File: config.mk
export PLATFORM = sky130hd
export DESIGN_NAME = zero_selector_coeff_codec
export DESIGN_NICKNAME = d
export VERILOG_FILES = /design/src/sv/zsc_pkg.sv /design/src/sv/zero_selector_coeff_codec.sv
export SDC_FILE = /design/constraint.sdc
export NUM_CORES = 1
export LEC_CHECK = 0
export BUFFER_PORTS_ARGS = -buffer_cell sky130_fd_sc_hd__clkbuf_2
export CORE_UTILIZATION = 45
export DETAILED_ROUTE_END_ITERATION = 16
export SLEW_MARGIN = 20
export SYNTH_ARGS = -nofsm -noshare
export SYNTH_HDL_FRONTEND = slang
export SYNTH_SLANG_ARGS = --single-unit
File: constraint.sdc
create_clock -name clk -period 4.05 [get_ports clk]
set_clock_uncertainty 0.05 [all_clocks]
set_input_delay 0.2025 -clock clk [delete_from_list [all_inputs] [get_ports clk]]
set_output_delay 0.2025 -clock clk [all_outputs]
set_load 0.01 [all_outputs]
File: src/sv/zsc_pkg.sv
// Package of sizes, codes and types for the zero-selector coefficient codec.
package zsc_pkg;

    // Frame and selector store dimensions
    localparam int COEFFS_PER_FRAME = 512;
    localparam int SELECTOR_BITS    = 64;
    localparam int SELECTOR_BYTES   = 8;

    // Derived widths
    localparam int ZC_W  = $clog2(SELECTOR_BITS + 1);
    localparam int IDX_W = ZC_W - 3;
    localparam int FP_W  = $clog2(COEFFS_PER_FRAME);
    localparam int LP_W  = (SELECTOR_BYTES > 1) ? $clog2(SELECTOR_BYTES) : 1;
    localparam int DC_W  = $clog2(SELECTOR_BYTES + 1);

    // Input mode codes
    localparam logic [1:0] MODE_ENCODE = 2'd0;
    localparam logic [1:0] MODE_LOAD   = 2'd1;
    localparam logic [1:0] MODE_DECODE = 2'd2;

    // Result kind codes
    localparam logic [1:0] KIND_CODED    = 2'd0;
    localparam logic [1:0] KIND_SELECTOR = 2'd1;
    localparam logic [1:0] KIND_DECODED  = 2'd2;

    typedef logic [7:0] sel_byte_t;

    typedef struct packed {
        logic [1:0] kind;
        logic [7:0] data;
        logic [8:0] coeff;
        logic       ovf;
        logic       last;
    } result_t;

endpackage

File: src/sv/zero_selector_coeff_codec.sv
// Top level of the zero-selector coefficient codec: encode, selector load and decode.
//
// Usage:
//   Input channel (in_valid/in_ready) carries mode, coeff_in and code_byte.
//   Output channel (out_valid/out_ready) carries result_kind, data_byte,
//   coeff_out, overflow and last.
//   Mode 0 encodes a coefficient into its low byte; zero low bytes record
//   bit 8 in the selector store. Mode 1 loads a selector byte. Mode 2 decodes
//   a code byte into a coefficient. Mode 3 is ignored.
// Output: each result is written to the output register at the clock edge that
//   accepts its input beat.
// Throughput: one input beat per cycle while the output is not stalled and no
//   selector drain is pending. The final encode beat of a frame that has not
//   overflowed is followed by SELECTOR_BYTES selector beats drained from a
//   snapshot shift register; input is held off for those SELECTOR_BYTES
//   output beats.
// Stall: the output register holds its beat while out_ready is low; a new
//   input beat is taken when the output register empties and no drain is pending.
// Reset: rst_n clears the selector store, all counters, the failure flag,
//   the drain count and the output valid.
module zero_selector_coeff_codec
(
    input  logic       clk,
    input  logic       rst_n,
    input  logic       in_valid,
    output logic       in_ready,
    input  logic [1:0] mode,
    input  logic [8:0] coeff_in,
    input  logic [7:0] code_byte,
    output logic       out_valid,
    input  logic       out_ready,
    output logic [1:0] result_kind,
    output logic [7:0] data_byte,
    output logic [8:0] coeff_out,
    output logic       overflow,
    output logic       last
);

    zsc_pkg::sel_byte_t store_reg  [zsc_pkg::SELECTOR_BYTES];
    zsc_pkg::sel_byte_t store_next [zsc_pkg::SELECTOR_BYTES];
    zsc_pkg::sel_byte_t drain_fill [zsc_pkg::SELECTOR_BYTES];
    zsc_pkg::sel_byte_t drain_reg  [zsc_pkg::SELECTOR_BYTES];

    logic [zsc_pkg::ZC_W-1:0] zc_reg, zc_next;
    logic [zsc_pkg::FP_W-1:0] fp_reg, fp_next;
    logic [zsc_pkg::LP_W-1:0] lp_reg, lp_next;
    logic                     failed_reg, failed_next;
    logic [zsc_pkg::DC_W-1:0] drain_cnt_reg;
    logic                     out_valid_reg;
    zsc_pkg::result_t         out_reg;

    zsc_pkg::result_t         res;
    logic                     res_valid;
    logic                     snap;
    logic                     frame_end;
    logic                     in_fire;
    logic                     slot_free;
    logic                     drain_pop;

    logic [zsc_pkg::IDX_W-1:0] zc_idx;
    logic [2:0]                zc_pos;
    logic [7:0]                rd_byte;
    logic [zsc_pkg::FP_W:0]    fp_inc;
    logic                      fp_last;
    logic [zsc_pkg::LP_W:0]    lp_inc;
    logic                      zc_full;
    logic [8:0]                dec_val;

    // Handshake
    assign slot_free = !out_valid_reg || out_ready;
    assign in_ready  = slot_free && (drain_cnt_reg == '0);
    assign in_fire   = in_valid && in_ready;
    assign drain_pop = slot_free && (drain_cnt_reg != '0);

    // Counter arithmetic
    assign zc_idx  = zc_reg[zsc_pkg::ZC_W-1:3];
    assign zc_pos  = zc_reg[2:0];
    assign zc_full = (int'(zc_reg) >= zsc_pkg::SELECTOR_BITS);
    assign fp_inc  = {1'b0, fp_reg} + 1'b1;
    assign fp_last = (int'(fp_inc) >= zsc_pkg::COEFFS_PER_FRAME);
    assign lp_inc  = {1'b0, lp_reg} + 1'b1;

    // Read the selector byte addressed by the zero count; out of range reads zero
    always_comb
    begin
        rd_byte = '0;
        for (int b = 0; b < zsc_pkg::SELECTOR_BYTES; b++)
        begin
            if (int'(zc_idx) == b)
            begin
                rd_byte = store_reg[b];
            end
        end
    end

    // Next state and result of an accepted beat
    always_comb
    begin
        store_next  = store_reg;
        zc_next     = zc_reg;
        fp_next     = fp_reg;
        lp_next     = lp_reg;
        failed_next = failed_reg;
        res         = '0;
        res_valid   = 1'b0;
        snap        = 1'b0;
        frame_end   = 1'b0;
        dec_val     = {1'b0, code_byte};
        if (in_fire)
        begin
            unique case (mode)
                zsc_pkg::MODE_ENCODE:
                begin
                    fp_next   = fp_inc[zsc_pkg::FP_W-1:0];
                    frame_end = fp_last;
                    if (failed_reg)
                    begin
                        // swallow the rest of a failed frame
                    end
                    else if (coeff_in[7:0] == 8'd0 && zc_full)
                    begin
                        res.kind    = zsc_pkg::KIND_CODED;
                        res.ovf     = 1'b1;
                        res.last    = 1'b1;
                        res_valid   = 1'b1;
                        failed_next = 1'b1;
                    end
                    else
                    begin
                        if (coeff_in[7:0] == 8'd0)
                        begin
                            for (int b = 0; b < zsc_pkg::SELECTOR_BYTES; b++)
                            begin
                                if (int'(zc_idx) == b)
                                begin
                                    store_next[b] = store_reg[b]
                                                  | (8'(coeff_in[8]) << zc_pos);
                                end
                            end
                            zc_next = zc_reg + 1'b1;
                        end
                        res.kind  = zsc_pkg::KIND_CODED;
                        res.data  = coeff_in[7:0];
                        res_valid = 1'b1;
                        snap      = fp_last;
                    end
                end
                zsc_pkg::MODE_LOAD:
                begin
                    for (int b = 0; b < zsc_pkg::SELECTOR_BYTES; b++)
                    begin
                        if (int'(lp_reg) == b)
                        begin
                            store_next[b] = code_byte;
                        end
                    end
                    if (int'(lp_inc) >= zsc_pkg::SELECTOR_BYTES)
                    begin
                        lp_next = '0;
                    end
                    else
                    begin
                        lp_next = lp_inc[zsc_pkg::LP_W-1:0];
                    end
                end
                zsc_pkg::MODE_DECODE:
                begin
                    if (code_byte == 8'd0 && !zc_full)
                    begin
                        dec_val[8] = rd_byte[zc_pos];
                        zc_next    = zc_reg + 1'b1;
                    end
                    fp_next   = fp_inc[zsc_pkg::FP_W-1:0];
                    frame_end = fp_last;
                    res.kind  = zsc_pkg::KIND_DECODED;
                    res.coeff = dec_val;
                    res.last  = fp_last;
                    res_valid = 1'b1;
                end
                default:
                begin
                end
            endcase
        end

        // Snapshot the store before the frame clear
        drain_fill = store_next;

        // Return to reset state at frame end
        if (frame_end)
        begin
            for (int b = 0; b < zsc_pkg::SELECTOR_BYTES; b++)
            begin
                store_next[b] = '0;
            end
            zc_next     = '0;
            fp_next     = '0;
            lp_next     = '0;
            failed_next = 1'b0;
        end
    end

    // Control state and selector store
    always_ff @(posedge clk or negedge rst_n)
    begin
        if (!rst_n)
        begin
            for (int b = 0; b < zsc_pkg::SELECTOR_BYTES; b++)
            begin
                store_reg[b] <= '0;
            end
            zc_reg        <= '0;
            fp_reg        <= '0;
            lp_reg        <= '0;
            failed_reg    <= 1'b0;
            drain_cnt_reg <= '0;
            out_valid_reg <= 1'b0;
        end
        else
        begin
            store_reg  <= store_next;
            zc_reg     <= zc_next;
            fp_reg     <= fp_next;
            lp_reg     <= lp_next;
            failed_reg <= failed_next;
            // advance the selector drain
            if (snap)
            begin
                drain_cnt_reg <= zsc_pkg::DC_W'(zsc_pkg::SELECTOR_BYTES);
            end
            else if (drain_pop)
            begin
                drain_cnt_reg <= drain_cnt_reg - 1'b1;
            end
            // hold or drop the output beat
            if (res_valid || drain_pop)
            begin
                out_valid_reg <= 1'b1;
            end
            else if (out_ready)
            begin
                out_valid_reg <= 1'b0;
            end
        end
    end

    // Output payload and selector drain shift register
    always_ff @(posedge clk)
    begin
        if (res_valid)
        begin
            out_reg <= res;
        end
        else if (drain_pop)
        begin
            out_reg.kind  <= zsc_pkg::KIND_SELECTOR;
            out_reg.data  <= drain_reg[0];
            out_reg.coeff <= '0;
            out_reg.ovf   <= 1'b0;
            out_reg.last  <= (drain_cnt_reg == zsc_pkg::DC_W'(1));
        end
        if (snap)
        begin
            drain_reg <= drain_fill;
        end
        else if (drain_pop)
        begin
            for (int b = 0; b < zsc_pkg::SELECTOR_BYTES - 1; b++)
            begin
                drain_reg[b] <= drain_reg[b + 1];
            end
        end
    end

    assign out_valid   = out_valid_reg;
    assign result_kind = out_reg.kind;
    assign data_byte   = out_reg.data;
    assign coeff_out   = out_reg.coeff;
    assign overflow    = out_reg.ovf;
    assign last        = out_reg.last;

    // Zero count never passes the selector capacity
    a_zc_bound: assert property (@(posedge clk) disable iff (!rst_n)
        int'(zc_reg) <= zsc_pkg::SELECTOR_BITS)
        else $error("zero count beyond selector capacity");

    // A failed frame has a full selector count
    a_failed_full: assert property (@(posedge clk) disable iff (!rst_n)
        failed_reg |-> (int'(zc_reg) == zsc_pkg::SELECTOR_BITS))
        else $error("frame failed without full selector count");

    // A pending drain keeps an output beat on offer
    a_drain_valid: assert property (@(posedge clk) disable iff (!rst_n)
        (drain_cnt_reg != '0) |=> out_valid_reg)
        else $error("selector drain pending without output beat");

    // Input is held off once a selector snapshot starts the drain
    a_no_accept_drain: assert property (@(posedge clk) disable iff (!rst_n)
        snap |=> !in_ready)
        else $error("input accepted during selector drain");

endmodule

==> results of run 1 <==
-- final cells by class --
cell class	count	area share
clock buffers	19	0.04412
clock inverters	13	0.009309
inverters	14	0.005356
multi-input cells	609	0.3796
flip-flops and latches	174	0.4871
well taps	260	0.03315
repair buffers	65	0.04132
-- kinds of logic (layout without fill, tap and decap cells) --
kind of cell	count (synthesis)	count (layout)	synth area share
AOI/OAI and AO/OA	186	186	0.1309
xor gates and xnor gates	16	16	0.01596
adders and majority gates	12	12	0.01710
buffers and inverters	71	111	0.03320
DFF	174	174	0.5442
muxes	47	47	0.06910
and+or+nand+nor	348	348	0.1895
-- cells in the final DEF (no fill, tap or decap), drive strengths merged, types with 8 or more instances in the layout --
cell / n
a21oi: 42
a221oi: 15
a31oi: 9
and2: 16
and3: 24
buf: 20
clkbuf: 63
clkinv: 11
dfrtp: 89
edfxtp: 85
ha: 12
inv: 15
mux2: 29
mux2i: 10
mux4: 8
nand2: 105
nand3: 23
nand4: 9
nor2: 106
nor2b: 19
nor3: 9
nor4: 10
o21ai: 72
xnor2: 9
-- per-stage QoR --
stage / area, sq um / utilization / power [mW] / cells / setup WS (ns)
after CTS: 9812 / 0.5193 / 4.471 / 1154 / 0.6488
after global routing: 9812 / 0.5193 / 4.637 / 1154 / 0.3842
after global placement: 9278 / 0.4911 / 2.949 / 1121 / 0.8535
final: 9812 / 0.5193 / 4.449 / 1154 / 0.5640
after floorplan: 8782 / - / 2.691 / 854 / 0.4591
after detailed placement: 9278 / 0.4911 / 2.971 / 1121 / 0.6738
-- synth_stat cells, drive strengths merged, types with 8 or more instances --
cell    instances
buf            18
nor4           10
nor2          106
inv            12
nor3            9
a21oi          42
nor2b          19
a31oi           9
clkbuf         39
edfxtp         85
a221oi         15
mux4            8
nand4           9
and3           24
nand3          23
o21ai          72
nand2         105
xnor2           9
dfrtp          89
mux2           29
and2           16
ha             12
mux2i          10
-- power by group through the flow --
stage | clock network (mW) | registers (mW) | logic [mW]
6_report | 1.51 | 2.30 | 0.633
5_1_grt | 1.60 | 2.33 | 0.708
4_1_cts | 1.53 | 2.30 | 0.641
3_5_place_dp | 0 | 2.33 | 0.640
3_3_place_gp | 0 | 2.33 | 0.622
2_1_floorplan | 0 | 2.32 | 0.376
-- per-layer routing --
| layer | GRT usage | vias up | wire [microns] |
|---|---|---|---|
| met5 | 0 | - | 0 |
| met4 | 0.1302 | 0 | 1071 |
| met3 | 0.06142 | 70 | 1828 |
| met2 | 0.4825 | 303 | 13600 |
| met1 | 0.4048 | 3456 | 12420 |
| li1 | - | 3152 | - |
-- timing repair --
item                      4_1_cts  5_1_grt
hold buffers                    1        0
hold endpoints to repair       55        0
buffers inserted                0        0
-- path summary, 6_finish.rpt --
kind	slack, ns	end	cells past startpoint
setup / recovery	0.56	drain_reg[10]	8
hold / removal	0.05	data_byte[0]	2
setup reg to reg	0.56	drain_reg[10]	8
hold reg to reg	0.46	fp_reg[5]	1
max in group asynchronous	2.60	store_reg[50]	3
min in group asynchronous	0.33	fp_reg[3]	2
==> results.toml, run 1 <==
[power_and_ir_drop]
powerDensity_nw_per_um2 = 453.4
power.switching_mw = 1.259
leakage_nw = 4.191
combPwrFrac = 0.142
vdd_drop_max_v = 0.0002910
netSwitchingFraction = 0.2830
p_seq_frac = 0.518
p_clk_frac = 0.340
intPower_mw = 3.190

[clocking]
clock_sinks = 174
tritoncts = "done"
clockBufferDepth = 2
ctsHtreeMaxLevel = 4
cts_root_buffer = "clkbuf_16"
post_cts_resized = 0
clock_latency_ns = 0.44
numCtsBuffers = 17
clk_pin_slew_ns = 0.07

[synthesis]
netlist_instances = 854
async_flop_share = 0.5115
synth_seq_area_share = 0.5442
ys_seq_elements = 174
yosysUniqueCellTypes = 62
synth_nets = 889
synth_edf_count = 85
yosysTopAreaCellShare = 0.2906
ys_top_cells_by_area = "edfxtp_1, dfrtp_1, nor2_1"
syn_area_per_cell_sq_um = 10.28
ys.flop_type = "dfrtp_1"
synth_area_sq_um = 8782
synth_top_cell_by_area = "edfxtp_1"
synth_warnings = 0

[timing]
hold_viol_final = 0
setup_viol = 0
worstMarginPinSlew_ns = 1.019
fmax_ghz = 0.2869
fin_crit_ns = 3.486
finalCritPeriodShare = 0.8607
final.setup.tns_ns = 0
slew_headroom = 0.3191
rsz0062_at_grt = "no"
slew_viol_final = 0
worst_hold_slack_ns = 0.05156

[finish]
multi_input_area_sq_um = 3725
nNetsFinal = 916
fillers = 1784
diodes = 0
area_growth_pct = 11.73
layout-drive-gt1-share = 0.1588
regArea_sq_um = 4780

[critical_path]
cp-start-kind = "register"
crit_fanout = 17
rr_startpoint = "drain_cnt_reg[1]"
crit_buf_inv = 1
crit_slowest_cell = "and3_1"
critPathTopFamily = "simple AND/OR/NAND/NOR gates"
worstSetupStartpoint = "drain_cnt_reg[1]"
cp-end-kind = "register"
crit_path_cell_trace = "inv_1 -> ha_1 -> nor4bb_1 -> and3_1 -> and3_1 -> mux2_2 -> a31oi_1 -> o21ai_0"
path_common_cell = "and3_1"
critPathKind = "register to register"
cp_data_required_time_ns = 4.17
cp.arrival_ns = 3.61
max_stage_delay_ns = 0.72

[die]
fp.dieArea_sq_um = 20080
rows = 50
die_width_microns = 141.7
pin_count = 46
core_sq_um = 18890
die_h_microns = 141.7
initial_core_util = 0.4648

[status]
outcome = "finished, final reports clean"

[min_path]
hold_class = "input pin to register"
hold_start = "coeff_in[0]"

[grt]
grt_max_degree = 57
grt_use_total = 0.3037
grt_pass1_vias = 6956
antenna_found_initial = 0
grt_pass1_wl_microns = 43830
overflow = 0

[route]
vias = 6981
wire_per_inst_microns = 25.06
drt_pass1_iterations = 5
drt-initial-drc-count = 609
vias_per_cell = 6.049
wl_microns = 28920
ant_nets = 0
post-route-drc-count = 0

[placement]
place.gp.congestion = 0.9754
io_buffers = 45
hpwl_microns = 20370

[flow_run]
drv_cap = 0
Note: power is estimated with default switching activity, not from simulation.
==> run 2, diff against run 1 <==
Settings changed: RECOVER_POWER set to 50.
==> run 2 against run 1 <==
  * The run now ends with max-capacitance violations, max-slew violations left
  * Final area is 0.46% lower
  * Via count is 0.56% higher
  * Global-route usage is the same
  * First-iteration DRC count is 3.0% higher
  * Worst hold slack about the same
  * Highest routed layer unchanged
==> results.toml, run 2 (synthesis results as in run 1) <==
[clocking]
clock_latency_ns = 0.43
clk_pin_slew_ns = 0.06
ctsHtreeMaxLevel = 4
clock_sinks = 174
cts_root_buffer = "clkbuf_16"
tritoncts = "done"
clockBufferDepth = 2
numCtsBuffers = 17
hold_buffers = 1
cts_setup_buffers = 0
post_cts_resized = 0

[die]
initial_core_util = 0.4648
pin_count = 46
fp.dieArea_sq_um = 20080
die_width_microns = 141.7
rows = 50
die_h_microns = 141.7
core_sq_um = 18890

[timing]
setup_ws_ns = 0.5696
slew_headroom = -0.3841
setup_viol = 0
slew_viol_final = 35
finalCritPeriodShare = 0.8594
rsz0062_at_grt = "no"
worstMarginPinSlew_ns = 2.076
fmax_ghz = 0.2873
worst_hold_slack_ns = 0.05139
final.setup.tns_ns = 0
hold_viol_final = 0
fin_crit_ns = 3.480

[route]
ant_nets = 0
wire_per_inst_microns = 25.06
drt-initial-drc-count = 627
vias = 7020
vias_per_cell = 6.083
post-route-drc-count = 0
wl_microns = 28910
drt_pass1_iterations = 5

[grt]
grtUsageMet3 = 0.06142
grt_use_met2 = 0.4825
overflow = 0
use_met1 = 0.4048
top_usage_layer = "met2"
antenna_found_initial = 0
grt_use_total = 0.3037
grt_max_degree = 57
grt_pass1_wl_microns = 43830
grt_pass1_vias = 6956

[finish]
fin_util = 0.5170
regArea_sq_um = 4780
nNetsFinal = 916
layout_common_cells = "nor2_1, nand2_1, dfrtp_1, edfxtp_1, o21ai_0"
area_growth_pct = 11.21
layout-drive-gt1-share = 0.1286
multi_input_area_sq_um = 3716
stdcell_area_sq_um = 9767
fin_cells = 1154
diodes = 0
final_common_cell = "nor2_1"
fillers = 1795

[placement]
pre_cts_ws_ns = 0.6738
io_buffers = 45
dpl.cell_count = 1121
place.gp.congestion = 0.9754
place_area_sq_um = 9278
hpwl_microns = 20370

[critical_path]
critPathKind = "register to register"
cp-end-kind = "register"
crit_fanout = 41
cp.arrival_ns = 3.65
cp-start-kind = "register"
cp_data_required_time_ns = 4.22

[min_path]
hold_class = "input pin to register"

[flow_run]
drv_cap = 2

[status]
violations = "max-capacitance violations, max-slew violations"
outcome = "finished, violations left"

[power_and_ir_drop]
leakage_nw = 4.113
p_total_mw = 4.433
vdd_drop_max_v = 0.0002911
powerDensity_nw_per_um2 = 453.9
==> run 2: final cells by class <==
class | count | area share
well taps | 260 | 0.03331
clock inverters | 13 | 0.009352
multi-input cells | 609 | 0.3805
inverters | 14 | 0.005380
repair buffers | 65 | 0.03779
flip-flops and latches | 174 | 0.4894
clock buffers | 19 | 0.04432
==> run 2: worst max-delay path: stages (launching register included) <==
cell	delay, ns
dfrtp_1	0.40
inv_1	0.11
ha_1	0.22
nor4bb_1	0.45
buf_4	0.25
nand3_1	0.12
a21oi_1	0.64
nand2_4	0.32
buf_4	0.35
o21ai_0	0.34
==> run 2: final timing paths <==
kind                                  startpoint             to  slack [ns]  cells past startpoint
worst max-delay path            drain_cnt_reg[1]  drain_reg[36]        0.57                      9
worst min-delay path                 coeff_in[0]   data_byte[0]        0.05                      2
worst max register to register  drain_cnt_reg[1]  drain_reg[36]        0.57                      9
worst min register to register         fp_reg[5]      fp_reg[5]        0.47                      1
max in group asynchronous                  rst_n  store_reg[43]        1.20                      3
min in group asynchronous                  rst_n      fp_reg[3]        0.32                      2
==> run 2: report_power, final <==
| group | internal, mW | leakage (nW) | switching, mW |
|---|---|---|---|
| Combinational | 0.221 | 1.84 | 0.403 |
| Sequential | 2.17 | 2.01 | 0.131 |
| Clock | 0.786 | 0.257 | 0.721 |
| Total | 3.18 | 4.11 | 1.25 |
==> run 2: per-layer routing <==
layer / vias up / wire [microns]
li1: 3150 / -
met1: 3454 / 12200
met2: 342 / 13450
met3: 74 / 2150
met4: 0 / 1111
met5: - / 0
